--- src/design/wss_pkg.sv ---
`timescale 1ns / 1ps
// ----------------------------------------------------------------------------
// wss_pkg
// Shared sizes, request codes and the table command bundle of the weighted
// source selector.
// ----------------------------------------------------------------------------
package wss_pkg;

   // table and field sizes
   localparam int MAX_SOURCES = 16;
   localparam int IDX_BITS    = $clog2(MAX_SOURCES);
   localparam int CNT_BITS    = IDX_BITS + 1;
   localparam int WEIGHT_BITS = 16;
   localparam int FRAC_BITS   = 24;
   localparam int CUM_BITS    = WEIGHT_BITS + IDX_BITS;
   localparam int PROD_BITS   = FRAC_BITS + CUM_BITS;

   // stream packing
   localparam int REQ_USER_BITS  = 2;
   localparam int REQ_FIELD_BITS = IDX_BITS + WEIGHT_BITS + FRAC_BITS + 1;
   localparam int REQ_DATA_BITS  = ((REQ_FIELD_BITS + 7) / 8) * 8;
   localparam int RSP_FIELD_BITS = IDX_BITS + 3;
   localparam int RSP_DATA_BITS  = ((RSP_FIELD_BITS + 7) / 8) * 8;

   // bit positions inside the stream words
   localparam int REQ_WEIGHT_LSB = IDX_BITS;
   localparam int REQ_FRAC_LSB   = IDX_BITS + WEIGHT_BITS;
   localparam int REQ_KIND_BIT   = IDX_BITS + WEIGHT_BITS + FRAC_BITS;
   localparam int RSP_VALID_BIT  = IDX_BITS;
   localparam int RSP_DONE_BIT   = IDX_BITS + 1;
   localparam int RSP_ERROR_BIT  = IDX_BITS + 2;

   // configuration port
   localparam int CSR_INDEX_BITS = 4;
   localparam int CSR_DATA_BITS  = CNT_BITS;
   localparam logic [CSR_INDEX_BITS-1:0] CSR_NUM_SOURCES = CSR_INDEX_BITS'(0);
   localparam logic [CSR_INDEX_BITS-1:0] CSR_REPEAT_MODE = CSR_INDEX_BITS'(1);

   localparam logic [IDX_BITS-1:0] LAST_SOURCE = IDX_BITS'(MAX_SOURCES - 1);

   // request kinds carried in tuser
   typedef enum logic [REQ_USER_BITS-1:0] {
      REQ_LOAD    = 2'd0,
      REQ_DRAW    = 2'd1,
      REQ_END     = 2'd2,
      REQ_RESTART = 2'd3
   } req_kind_type;

   // access bundle for the weight tables
   typedef struct packed {
      logic                   base_we;
      logic [IDX_BITS-1:0]    base_waddr;
      logic [WEIGHT_BITS-1:0] base_wdata;
      logic [IDX_BITS-1:0]    base_raddr;
      logic                   cum_we;
      logic [IDX_BITS-1:0]    cum_waddr;
      logic [CUM_BITS-1:0]    cum_wdata;
      logic [IDX_BITS-1:0]    cum_raddr;
   } mem_cmd_type;

   // source count in use: zero acts as one, large values clamp to the table
   function automatic logic [CNT_BITS-1:0] active_count(input logic [CNT_BITS-1:0] raw);
      logic [CNT_BITS-1:0] n;
      n = raw;
      if (raw == '0) begin
         n = CNT_BITS'(1);
      end else if (raw > CNT_BITS'(MAX_SOURCES)) begin
         n = CNT_BITS'(MAX_SOURCES);
      end
      return n;
   endfunction

endpackage

--- src/design/weighted_source_selector.sv ---
`timescale 1ns / 1ps
// ----------------------------------------------------------------------------
// weighted_source_selector
// Weighted random choice of a source through a cumulative weight table with
// a binary search, done tracking and weight removal of drained sources.
// ----------------------------------------------------------------------------
//  channel  direction  handshake             payload
//  req      in         req_tvalid/tready     tuser kind, tdata index/weight/fraction/end kind
//  rsp      out        rsp_tvalid/tready     tdata choice and status
//  csr      in         csr_valid/ready       register index and data
//
//  After reset a clearing pass over all 16 entries zeroes both tables; no
//  request is taken then. One request is worked at a time, set by the single
//  table read port: a load, or a drained-source report with repeats off, walks
//  the prefix sums upward from its entry; a restart rebuilds all 16 sums from
//  the base weights; a draw forms the product, runs up to four search probes
//  and skips forward over done sources. A stalled response holds the output
//  register while the next request is already taken.
// ----------------------------------------------------------------------------
module weighted_source_selector (
   input  logic                                 clock,
   input  logic                                 reset,
   // request stream
   input  logic                                 req_tvalid,
   output logic                                 req_tready,
   // [1:0] req_type
   input  logic [wss_pkg::REQ_USER_BITS-1:0]    req_tuser,
   // [3:0] source_index, [19:4] weight_value, [43:20] random_fraction,
   // [44] end_kind, [47:45] zero
   input  logic [wss_pkg::REQ_DATA_BITS-1:0]    req_tdata,
   // response stream
   output logic                                 rsp_tvalid,
   input  logic                                 rsp_tready,
   // [3:0] chosen_source, [4] choice_valid, [5] all_sources_done,
   // [6] request_error, [7] zero
   output logic [wss_pkg::RSP_DATA_BITS-1:0]    rsp_tdata,
   // configuration writes
   input  logic                                 csr_valid,
   output logic                                 csr_ready,
   input  logic [wss_pkg::CSR_INDEX_BITS-1:0]   csr_index,
   input  logic [wss_pkg::CSR_DATA_BITS-1:0]    csr_data
);
   import wss_pkg::*;

   typedef enum logic [10:0] {
      ST_CLEAR   = 11'b000_0000_0001,
      ST_IDLE    = 11'b000_0000_0010,
      ST_U_PREV  = 11'b000_0000_0100,
      ST_U_DELTA = 11'b000_0000_1000,
      ST_U_WALK  = 11'b000_0001_0000,
      ST_REBUILD = 11'b000_0010_0000,
      ST_D_TOTAL = 11'b000_0100_0000,
      ST_D_ISSUE = 11'b000_1000_0000,
      ST_D_CMP   = 11'b001_0000_0000,
      ST_D_SKIP  = 11'b010_0000_0000,
      ST_RESP    = 11'b100_0000_0000
   } state_type;

   state_type                state_ff, state_in;
   logic [IDX_BITS-1:0]      ptr_ff, ptr_in;
   logic [IDX_BITS-1:0]      idx_ff, idx_in;
   logic [WEIGHT_BITS-1:0]   weight_ff, weight_in;
   logic [FRAC_BITS-1:0]     frac_ff, frac_in;
   logic [CUM_BITS-1:0]      prev_ff, prev_in;
   logic [CUM_BITS-1:0]      delta_ff, delta_in;
   logic [CUM_BITS-1:0]      sum_ff, sum_in;
   logic [PROD_BITS-1:0]     prod_ff, prod_in;
   logic [IDX_BITS-1:0]      lo_ff, lo_in;
   logic [IDX_BITS-1:0]      hi_ff, hi_in;
   logic [IDX_BITS-1:0]      mid_ff, mid_in;
   logic [IDX_BITS-1:0]      res_chosen_ff, res_chosen_in;
   logic                     res_valid_ff, res_valid_in;
   logic                     res_err_ff, res_err_in;
   logic [MAX_SOURCES-1:0]   done_ff, done_in;
   logic [CNT_BITS-1:0]      num_sources_ff, num_sources_in;
   logic                     repeat_mode_ff, repeat_mode_in;
   logic                     rsp_tvalid_ff, rsp_tvalid_in;
   logic [RSP_DATA_BITS-1:0] rsp_tdata_ff, rsp_tdata_in;

   mem_cmd_type              mem_cmd;
   logic [WEIGHT_BITS-1:0]   base_rdata;
   logic [CUM_BITS-1:0]      cum_rdata;

   logic [CNT_BITS-1:0]      n_active;
   logic [IDX_BITS-1:0]      n_last;
   logic [MAX_SOURCES-1:0]   active_mask;
   logic                     all_done;
   logic                     req_take;
   req_kind_type             in_kind;
   logic [IDX_BITS-1:0]      in_idx;
   logic [WEIGHT_BITS-1:0]   in_weight;
   logic [FRAC_BITS-1:0]     in_frac;
   logic                     in_end_kind;
   logic                     idx_bad;
   logic [CUM_BITS-1:0]      new_cum;
   logic [CNT_BITS-1:0]      mid_sum;
   logic [CNT_BITS-1:0]      lo_next;

   // weight tables
   wss_store u_store (
      .clock      (clock),
      .cmd        (mem_cmd),
      .base_rdata (base_rdata),
      .cum_rdata  (cum_rdata)
   );

   // sources in use and the all-done test
   assign n_active = active_count(num_sources_ff);
   assign n_last   = IDX_BITS'(n_active - CNT_BITS'(1));
   always_comb begin
      for (int i = 0; i < MAX_SOURCES; i++) begin
         active_mask[i] = (CNT_BITS'(i) < n_active);
      end
   end
   assign all_done = &(done_ff | ~active_mask);

   // request fields
   assign req_tready  = (state_ff == ST_IDLE);
   assign req_take    = req_tvalid && req_tready;
   assign in_kind     = req_kind_type'(req_tuser);
   assign in_idx      = req_tdata[IDX_BITS-1:0];
   assign in_weight   = req_tdata[REQ_WEIGHT_LSB +: WEIGHT_BITS];
   assign in_frac     = req_tdata[REQ_FRAC_LSB +: FRAC_BITS];
   assign in_end_kind = req_tdata[REQ_KIND_BIT];
   assign idx_bad     = ({1'b0, in_idx} >= n_active);

   // datapath helpers
   assign new_cum = prev_ff + CUM_BITS'(weight_ff);
   assign mid_sum = {1'b0, lo_ff} + {1'b0, hi_ff};
   assign lo_next = {1'b0, lo_ff} + CNT_BITS'(1);

   // configuration writes
   assign csr_ready = 1'b1;
   always_comb begin
      num_sources_in = num_sources_ff;
      repeat_mode_in = repeat_mode_ff;
      if (csr_valid && csr_ready) begin
         if (csr_index == CSR_NUM_SOURCES) begin
            num_sources_in = csr_data;
         end else if (csr_index == CSR_REPEAT_MODE) begin
            repeat_mode_in = csr_data[0];
         end
      end
   end

   // sequencer
   always_comb begin
      state_in      = state_ff;
      ptr_in        = ptr_ff;
      idx_in        = idx_ff;
      weight_in     = weight_ff;
      frac_in       = frac_ff;
      prev_in       = prev_ff;
      delta_in      = delta_ff;
      sum_in        = sum_ff;
      prod_in       = prod_ff;
      lo_in         = lo_ff;
      hi_in         = hi_ff;
      mid_in        = mid_ff;
      res_chosen_in = res_chosen_ff;
      res_valid_in  = res_valid_ff;
      res_err_in    = res_err_ff;
      done_in       = done_ff;
      rsp_tvalid_in = rsp_tvalid_ff && !rsp_tready;
      rsp_tdata_in  = rsp_tdata_ff;
      mem_cmd       = '0;

      unique case (state_ff)
         // zero both tables after reset
         ST_CLEAR: begin
            mem_cmd.base_we    = 1'b1;
            mem_cmd.base_waddr = ptr_ff;
            mem_cmd.cum_we     = 1'b1;
            mem_cmd.cum_waddr  = ptr_ff;
            if (ptr_ff == LAST_SOURCE) begin
               state_in = ST_IDLE;
            end else begin
               ptr_in = ptr_ff + IDX_BITS'(1);
            end
         end

         // take a request and start its work
         ST_IDLE: begin
            if (req_take) begin
               idx_in        = in_idx;
               weight_in     = in_weight;
               frac_in       = in_frac;
               res_chosen_in = '0;
               res_valid_in  = 1'b0;
               res_err_in    = 1'b0;
               unique case (in_kind)
                  REQ_LOAD: begin
                     if (idx_bad) begin
                        res_err_in = 1'b1;
                        state_in   = ST_RESP;
                     end else begin
                        mem_cmd.base_we    = 1'b1;
                        mem_cmd.base_waddr = in_idx;
                        mem_cmd.base_wdata = in_weight;
                        mem_cmd.cum_raddr  = in_idx - IDX_BITS'(1);
                        state_in           = ST_U_PREV;
                     end
                  end
                  REQ_END: begin
                     if (idx_bad) begin
                        res_err_in = 1'b1;
                        state_in   = ST_RESP;
                     end else begin
                        done_in[in_idx] = 1'b1;
                        if (!in_end_kind && !repeat_mode_ff) begin
                           weight_in         = '0;
                           mem_cmd.cum_raddr = in_idx - IDX_BITS'(1);
                           state_in          = ST_U_PREV;
                        end else begin
                           state_in = ST_RESP;
                        end
                     end
                  end
                  REQ_DRAW: begin
                     if (all_done) begin
                        state_in = ST_RESP;
                     end else begin
                        mem_cmd.cum_raddr = n_last;
                        state_in          = ST_D_TOTAL;
                     end
                  end
                  REQ_RESTART: begin
                     done_in            = '0;
                     ptr_in             = '0;
                     sum_in             = '0;
                     mem_cmd.base_raddr = '0;
                     state_in           = ST_REBUILD;
                  end
                  default: begin
                     state_in = ST_RESP;
                  end
               endcase
            end
         end

         // prefix sum just below the entry
         ST_U_PREV: begin
            prev_in           = (idx_ff == '0) ? '0 : cum_rdata;
            mem_cmd.cum_raddr = idx_ff;
            state_in          = ST_U_DELTA;
         end

         // rewrite the entry and find the shift for the entries above it
         ST_U_DELTA: begin
            mem_cmd.cum_we    = 1'b1;
            mem_cmd.cum_waddr = idx_ff;
            mem_cmd.cum_wdata = new_cum;
            delta_in          = new_cum - cum_rdata;
            if (idx_ff == LAST_SOURCE) begin
               state_in = ST_RESP;
            end else begin
               ptr_in            = idx_ff + IDX_BITS'(1);
               mem_cmd.cum_raddr = idx_ff + IDX_BITS'(1);
               state_in          = ST_U_WALK;
            end
         end

         // shift the upper prefix sums, one entry a cycle
         ST_U_WALK: begin
            mem_cmd.cum_we    = 1'b1;
            mem_cmd.cum_waddr = ptr_ff;
            mem_cmd.cum_wdata = cum_rdata + delta_ff;
            if (ptr_ff == LAST_SOURCE) begin
               state_in = ST_RESP;
            end else begin
               ptr_in            = ptr_ff + IDX_BITS'(1);
               mem_cmd.cum_raddr = ptr_ff + IDX_BITS'(1);
            end
         end

         // rebuild prefix sums from the base weights
         ST_REBUILD: begin
            mem_cmd.cum_we    = 1'b1;
            mem_cmd.cum_waddr = ptr_ff;
            mem_cmd.cum_wdata = sum_ff + CUM_BITS'(base_rdata);
            sum_in            = sum_ff + CUM_BITS'(base_rdata);
            if (ptr_ff == LAST_SOURCE) begin
               state_in = ST_RESP;
            end else begin
               ptr_in             = ptr_ff + IDX_BITS'(1);
               mem_cmd.base_raddr = ptr_ff + IDX_BITS'(1);
            end
         end

         // scale the fraction by the total weight
         ST_D_TOTAL: begin
            if (cum_rdata == '0) begin
               res_err_in = 1'b1;
               state_in   = ST_RESP;
            end else begin
               prod_in  = PROD_BITS'(frac_ff) * PROD_BITS'(cum_rdata);
               lo_in    = '0;
               hi_in    = n_last;
               state_in = ST_D_ISSUE;
            end
         end

         // next search probe
         ST_D_ISSUE: begin
            if (lo_ff == hi_ff) begin
               state_in = ST_D_SKIP;
            end else begin
               mid_in            = mid_sum[IDX_BITS:1];
               mem_cmd.cum_raddr = mid_sum[IDX_BITS:1];
               state_in          = ST_D_CMP;
            end
         end

         // first entry whose scaled sum passes the target
         ST_D_CMP: begin
            if ({cum_rdata, {FRAC_BITS{1'b0}}} > prod_ff) begin
               hi_in = mid_ff;
            end else begin
               lo_in = mid_ff + IDX_BITS'(1);
            end
            state_in = ST_D_ISSUE;
         end

         // step past done sources, wrapping at the last one in use
         ST_D_SKIP: begin
            if (!repeat_mode_ff && done_ff[lo_ff]) begin
               lo_in = (lo_next < n_active) ? lo_next[IDX_BITS-1:0] : '0;
            end else begin
               res_chosen_in = lo_ff;
               res_valid_in  = 1'b1;
               state_in      = ST_RESP;
            end
         end

         // hand the result to the output register
         ST_RESP: begin
            if (!rsp_tvalid_ff || rsp_tready) begin
               rsp_tvalid_in = 1'b1;
               rsp_tdata_in  = RSP_DATA_BITS'({res_err_ff, all_done, res_valid_ff,
                                              res_chosen_ff});
               state_in      = ST_IDLE;
            end
         end

         default: begin
            state_in = ST_IDLE;
         end
      endcase
   end

   // control registers
   always_ff @(posedge clock) begin
      if (reset) begin
         state_ff       <= ST_CLEAR;
         ptr_ff         <= '0;
         done_ff        <= '0;
         num_sources_ff <= CNT_BITS'(1);
         repeat_mode_ff <= 1'b1;
         rsp_tvalid_ff  <= 1'b0;
      end else begin
         state_ff       <= state_in;
         ptr_ff         <= ptr_in;
         done_ff        <= done_in;
         num_sources_ff <= num_sources_in;
         repeat_mode_ff <= repeat_mode_in;
         rsp_tvalid_ff  <= rsp_tvalid_in;
      end
   end

   // working and result registers
   always_ff @(posedge clock) begin
      idx_ff        <= idx_in;
      weight_ff     <= weight_in;
      frac_ff       <= frac_in;
      prev_ff       <= prev_in;
      delta_ff      <= delta_in;
      sum_ff        <= sum_in;
      prod_ff       <= prod_in;
      lo_ff         <= lo_in;
      hi_ff         <= hi_in;
      mid_ff        <= mid_in;
      res_chosen_ff <= res_chosen_in;
      res_valid_ff  <= res_valid_in;
      res_err_ff    <= res_err_in;
      rsp_tdata_ff  <= rsp_tdata_in;
   end

   assign rsp_tvalid = rsp_tvalid_ff;
   assign rsp_tdata  = rsp_tdata_ff;

endmodule

--- src/design/wss_store.sv ---
`timescale 1ns / 1ps
// ----------------------------------------------------------------------------
// wss_store
// Base weight table and cumulative weight table, each a one-write one-read
// synchronous memory with registered read data.
// ----------------------------------------------------------------------------
module wss_store (
   input  logic                            clock,
   input  wss_pkg::mem_cmd_type            cmd,
   output logic [wss_pkg::WEIGHT_BITS-1:0] base_rdata,
   output logic [wss_pkg::CUM_BITS-1:0]    cum_rdata
);
   import wss_pkg::*;

   logic [WEIGHT_BITS-1:0] base_mem_ff [MAX_SOURCES];
   logic [CUM_BITS-1:0]    cum_mem_ff  [MAX_SOURCES];
   logic [WEIGHT_BITS-1:0] base_rd_ff;
   logic [CUM_BITS-1:0]    cum_rd_ff;

   // base weights
   always_ff @(posedge clock) begin
      if (cmd.base_we) begin
         base_mem_ff[cmd.base_waddr] <= cmd.base_wdata;
      end
      base_rd_ff <= base_mem_ff[cmd.base_raddr];
   end

   // prefix sums of effective weights
   always_ff @(posedge clock) begin
      if (cmd.cum_we) begin
         cum_mem_ff[cmd.cum_waddr] <= cmd.cum_wdata;
      end
      cum_rd_ff <= cum_mem_ff[cmd.cum_raddr];
   end

   assign base_rdata = base_rd_ff;
   assign cum_rdata  = cum_rd_ff;

endmodule

--- config.mk ---
export PLATFORM = sky130hd
export DESIGN_NAME = weighted_source_selector
export DESIGN_NICKNAME = d
export VERILOG_FILES = /design/src/design/wss_pkg.sv /design/src/design/weighted_source_selector.sv /design/src/design/wss_store.sv
export SDC_FILE = /design/constraint.sdc
export NUM_CORES = 2
export LEC_CHECK = 0
export BUFFER_PORTS_ARGS = -buffer_cell sky130_fd_sc_hd__buf_2
export CAP_MARGIN = 40
export CORE_UTILIZATION = 45
export CTS_CLUSTER_SIZE = 14
export DETAILED_ROUTE_END_ITERATION = 7
export HOLD_SLACK_MARGIN = 0.03
export PLACE_DENSITY = 0.66
export SYNTH_ARGS = -nofsm -noshare
export SYNTH_HDL_FRONTEND = slang
export SYNTH_SLANG_ARGS = --single-unit
--- constraint.sdc ---
create_clock -name clock -period 6.8 [get_ports clock]
set_input_delay 1.02 -clock clock [delete_from_list [all_inputs] [get_ports clock]]
set_output_delay 1.02 -clock clock [all_outputs]
set_load 0.01 [all_outputs]
==> results.tsv <==
stage	metric	value	unit
clock_tree	cts.sinks	823	
timing	fin_hold_ws	0.429	ns
critical_path	r2r-start	frac_ff[7]$_DFFE_PP_	
timing	min_period	6.86	ns
clock_tree	ctsHoldBuffers	0	
routing	viasPerCell	5.49	
routing	wire_per_inst	20.2	um
routing	wl	128000	um
synth	yosysWarnings	0	
placement	gp_congestion	0.886	
critical_path	path_buf_inv	10	
layout	drive_gt1_share	14.4	%
synth	syn-num-nets	5272	
synth	synthesis.area	52400	um^2
timing	report.final.setup_viol	6	
hold_path	hold_path_depth	0	
job	cap_violations	0	
synth	synthMostInstantiatedCell	edfxtp_1	
clock_tree	cts_buffer_depth	3	
clock_tree	insertion_delay	0.70	ns
layout	nNetsFinal	5499	
placement	portBuffers	69	
critical_path	criticalPathCategory	reg2reg	
global_route	antenna_found_initial	0	
synth	postSynthAreaPerCell	11.5	um^2
global_route	grt_pass1_vias	35100	
synth	yosys.area.top_type	edfxtp_1	
timing	setup_slack	-0.0599	ns
hold_path	hp-start	res_chosen_ff[1]$_SDFFCE_PN0P_	
synth	synth_flop_cell	edfxtp_1	
clock_tree	cts_buffers	88	
routing	vias	34900	
timing	slew_violations	0	
synth	synth_common_cells	edfxtp_1, inv_1, nand2_1	
synth	synthArstFlopShare	0	%
critical_path	worst_path_largest_cell_delay	0.54	ns
routing	drc_errors	0	
critical_path	cp-start-kind	flip-flop	
layout	areaGrowthSynthToFinish	14.3	%
clock_tree	cts_tree	done	
critical_path	critPathTopFamily	adder cells	
critical_path	worstPathMaxFanout	4	
synth	postSynthCellCount	4545	
synth	yosysSeqAreaShare	45.8	%
critical_path	rr_worst_depth	28	
floorplan	core-area	115000	um^2
critical_path	worstSetupStartpoint	frac_ff[7]$_DFFE_PP_	
timing	hold_violations	0	
critical_path	cpMaxStageDelayCell	fa_1	
floorplan	floorplan.io_pins	75	
placement	placed_cell_area	55900	um^2
clock_tree	cts_root_buf	clkbuf_16	
critical_path	critPathArrivalTime	7.27	ns
timing	skew	0.0583	ns
layout	diodes	0	
timing	slew_headroom	39.5	%
status	violations	setup timing	
floorplan	start_util	45.6	%
floorplan	row_count	124	
layout	final_area	59900	um^2
synth	ys_types	92	
status	run_status	finished, violations left	
floorplan	chipHeight	343	um
routing	drt-pass1-iter-count	6	
critical_path	worst-path-stages	28	
timing	period_share	101	%
critical_path	cp_common_cell	fa_1	
timing	worst_pin_slew	0.907	ns
global_route	grt_overflow	0	
timing	rsz0062_at_grt	yes	
global_route	grt_max_degree	121	
floorplan	fp.dieW	343	um
synth	ys_seq_elements	823	
critical_path	required	7.21	ns
floorplan	die-area	118000	um^2
placement	hpwl	90800	um
hold_path	hp-class	reg2reg	
global_route	grt_pass1_wl	201000	um
synth	synth-edff-count	749	
routing	final_antenna_net_count	0	
clock_tree	htree_levels	3	
synth	synth_area_leaders	edfxtp_1, fa_1, ha_1, mux2i_1, and2_1	
timing	fmax	0.146	GHz
critical_path	cp-end-kind	flip-flop	
synth	synth_top_area_share	42.9	%
routing	drt_iter0_markers	2532	
global_route	globalRouteTotalUtil	22.1	%
clock_tree	clkTransAtPathRegs	0.06	ns
==> state kept, by name (all words and copies together) (netlist names), 20 cells and up <==
register and count:
frac_ff 24, sum_ff 20, u_store.base_mem_ff 256, prev_ff 20
u_store.cum_mem_ff 320, delta_ff 20, prod_ff 44, u_store.cum_rdata 20
==> layer usage <==
metal	vias to the layer above	GRT usage, %	wire, um
met4	0	6.17	3350
met5	-	0	0
met1	17500	30.6	56300
li1	16200	-	-
met3	182	2.83	7140
met2	1025	36.3	61300
==> cell type report <==
class / count / area, um^2
fillers: 9799 / 55000
clock inverters: 55 / 676
repair buffers: 357 / 2780
clock buffers: 106 / 2340
multi-input cells: 3011 / 26300
flip-flops and latches: 823 / 24000
well taps: 1512 / 1890
inverters: 491 / 1840
==> timing repair <==
action | CTS | global route
setup endpoints to repair | 14 | 20
resized for setup | 96 | 80
buffers inserted | 30 | 7
endpoints found under the hold margin | 0 | 0
pin swaps | 77 | 49
==> cells by family after synthesis <==
logic type                 share of synthesized area [%]
and+or+nand+nor                                     12.1
DFF                                                 45.8
AOI/OAI and AO/OA                                   9.16
buffers and inverters                               5.32
adders and majority gates                           21.5
muxes                                               4.24
xor gates and xnor gates                            1.87
other                                             0.0143
==> placed cells by master, fill, tap and decap left out, drive strengths merged, types with 39 or more instances in the layout <==
cell type  Yosys  routed
dfxtp         74      74
a21oi        201     201
nor3          71      71
fa           397     397
and2         297     297
inv          491     496
a211oi        69      69
nand2        466     466
nand3         61      61
o21ai        133     133
clkbuf       180     106
mux2i        188     188
a21o          51      51
nor2         218     218
xnor2         81      81
nor2b         44      44
buf           40     357
edfxtp       749     749
a22oi         39      39
ha           266     266
==> metrics by stage <==
stage / util (%) / setup TNS [ns] / setup slack [ns] / cells
floorplan: - / 0 / 0.0146 / 4545
global placement: 48.5 / -3.36 / -0.429 / 6142
detailed placement: 48.7 / -3.27 / -0.424 / 6158
CTS: 51.9 / -0.213 / -0.0757 / 6348
global route: 52.1 / -1.89 / -0.248 / 6355
finish: 52.1 / -0.189 / -0.0599 / 6355
==> worst reg2reg max path: cells and delay by family (launching register included) <==
family / cells / cell delay [ns]
AO/OA/AOI/OAI: 6 / 0.88
XOR/XNOR: 1 / 0.14
adder cells (fa/ha/maj): 8 / 3.76
buffers and inverters: 10 / 1.04
flip-flops: 1 / 0.43
AND/OR/NAND/NOR: 3 / 0.33
==> path summary, 6_finish.rpt <==
path / endpoint / slack [ns]
setup / recovery: prod_ff[36]$_DFFE_PP_ / -0.06
hold / removal: rsp_tdata[1]$_DFFE_PP_ / 0.43
setup reg to reg: prod_ff[36]$_DFFE_PP_ / -0.06
hold reg to reg: rsp_tdata[1]$_DFFE_PP_ / 0.43
Power is not shown: default switching activity piles up to over one toggle a cycle in this logic, so the estimate is an artifact.
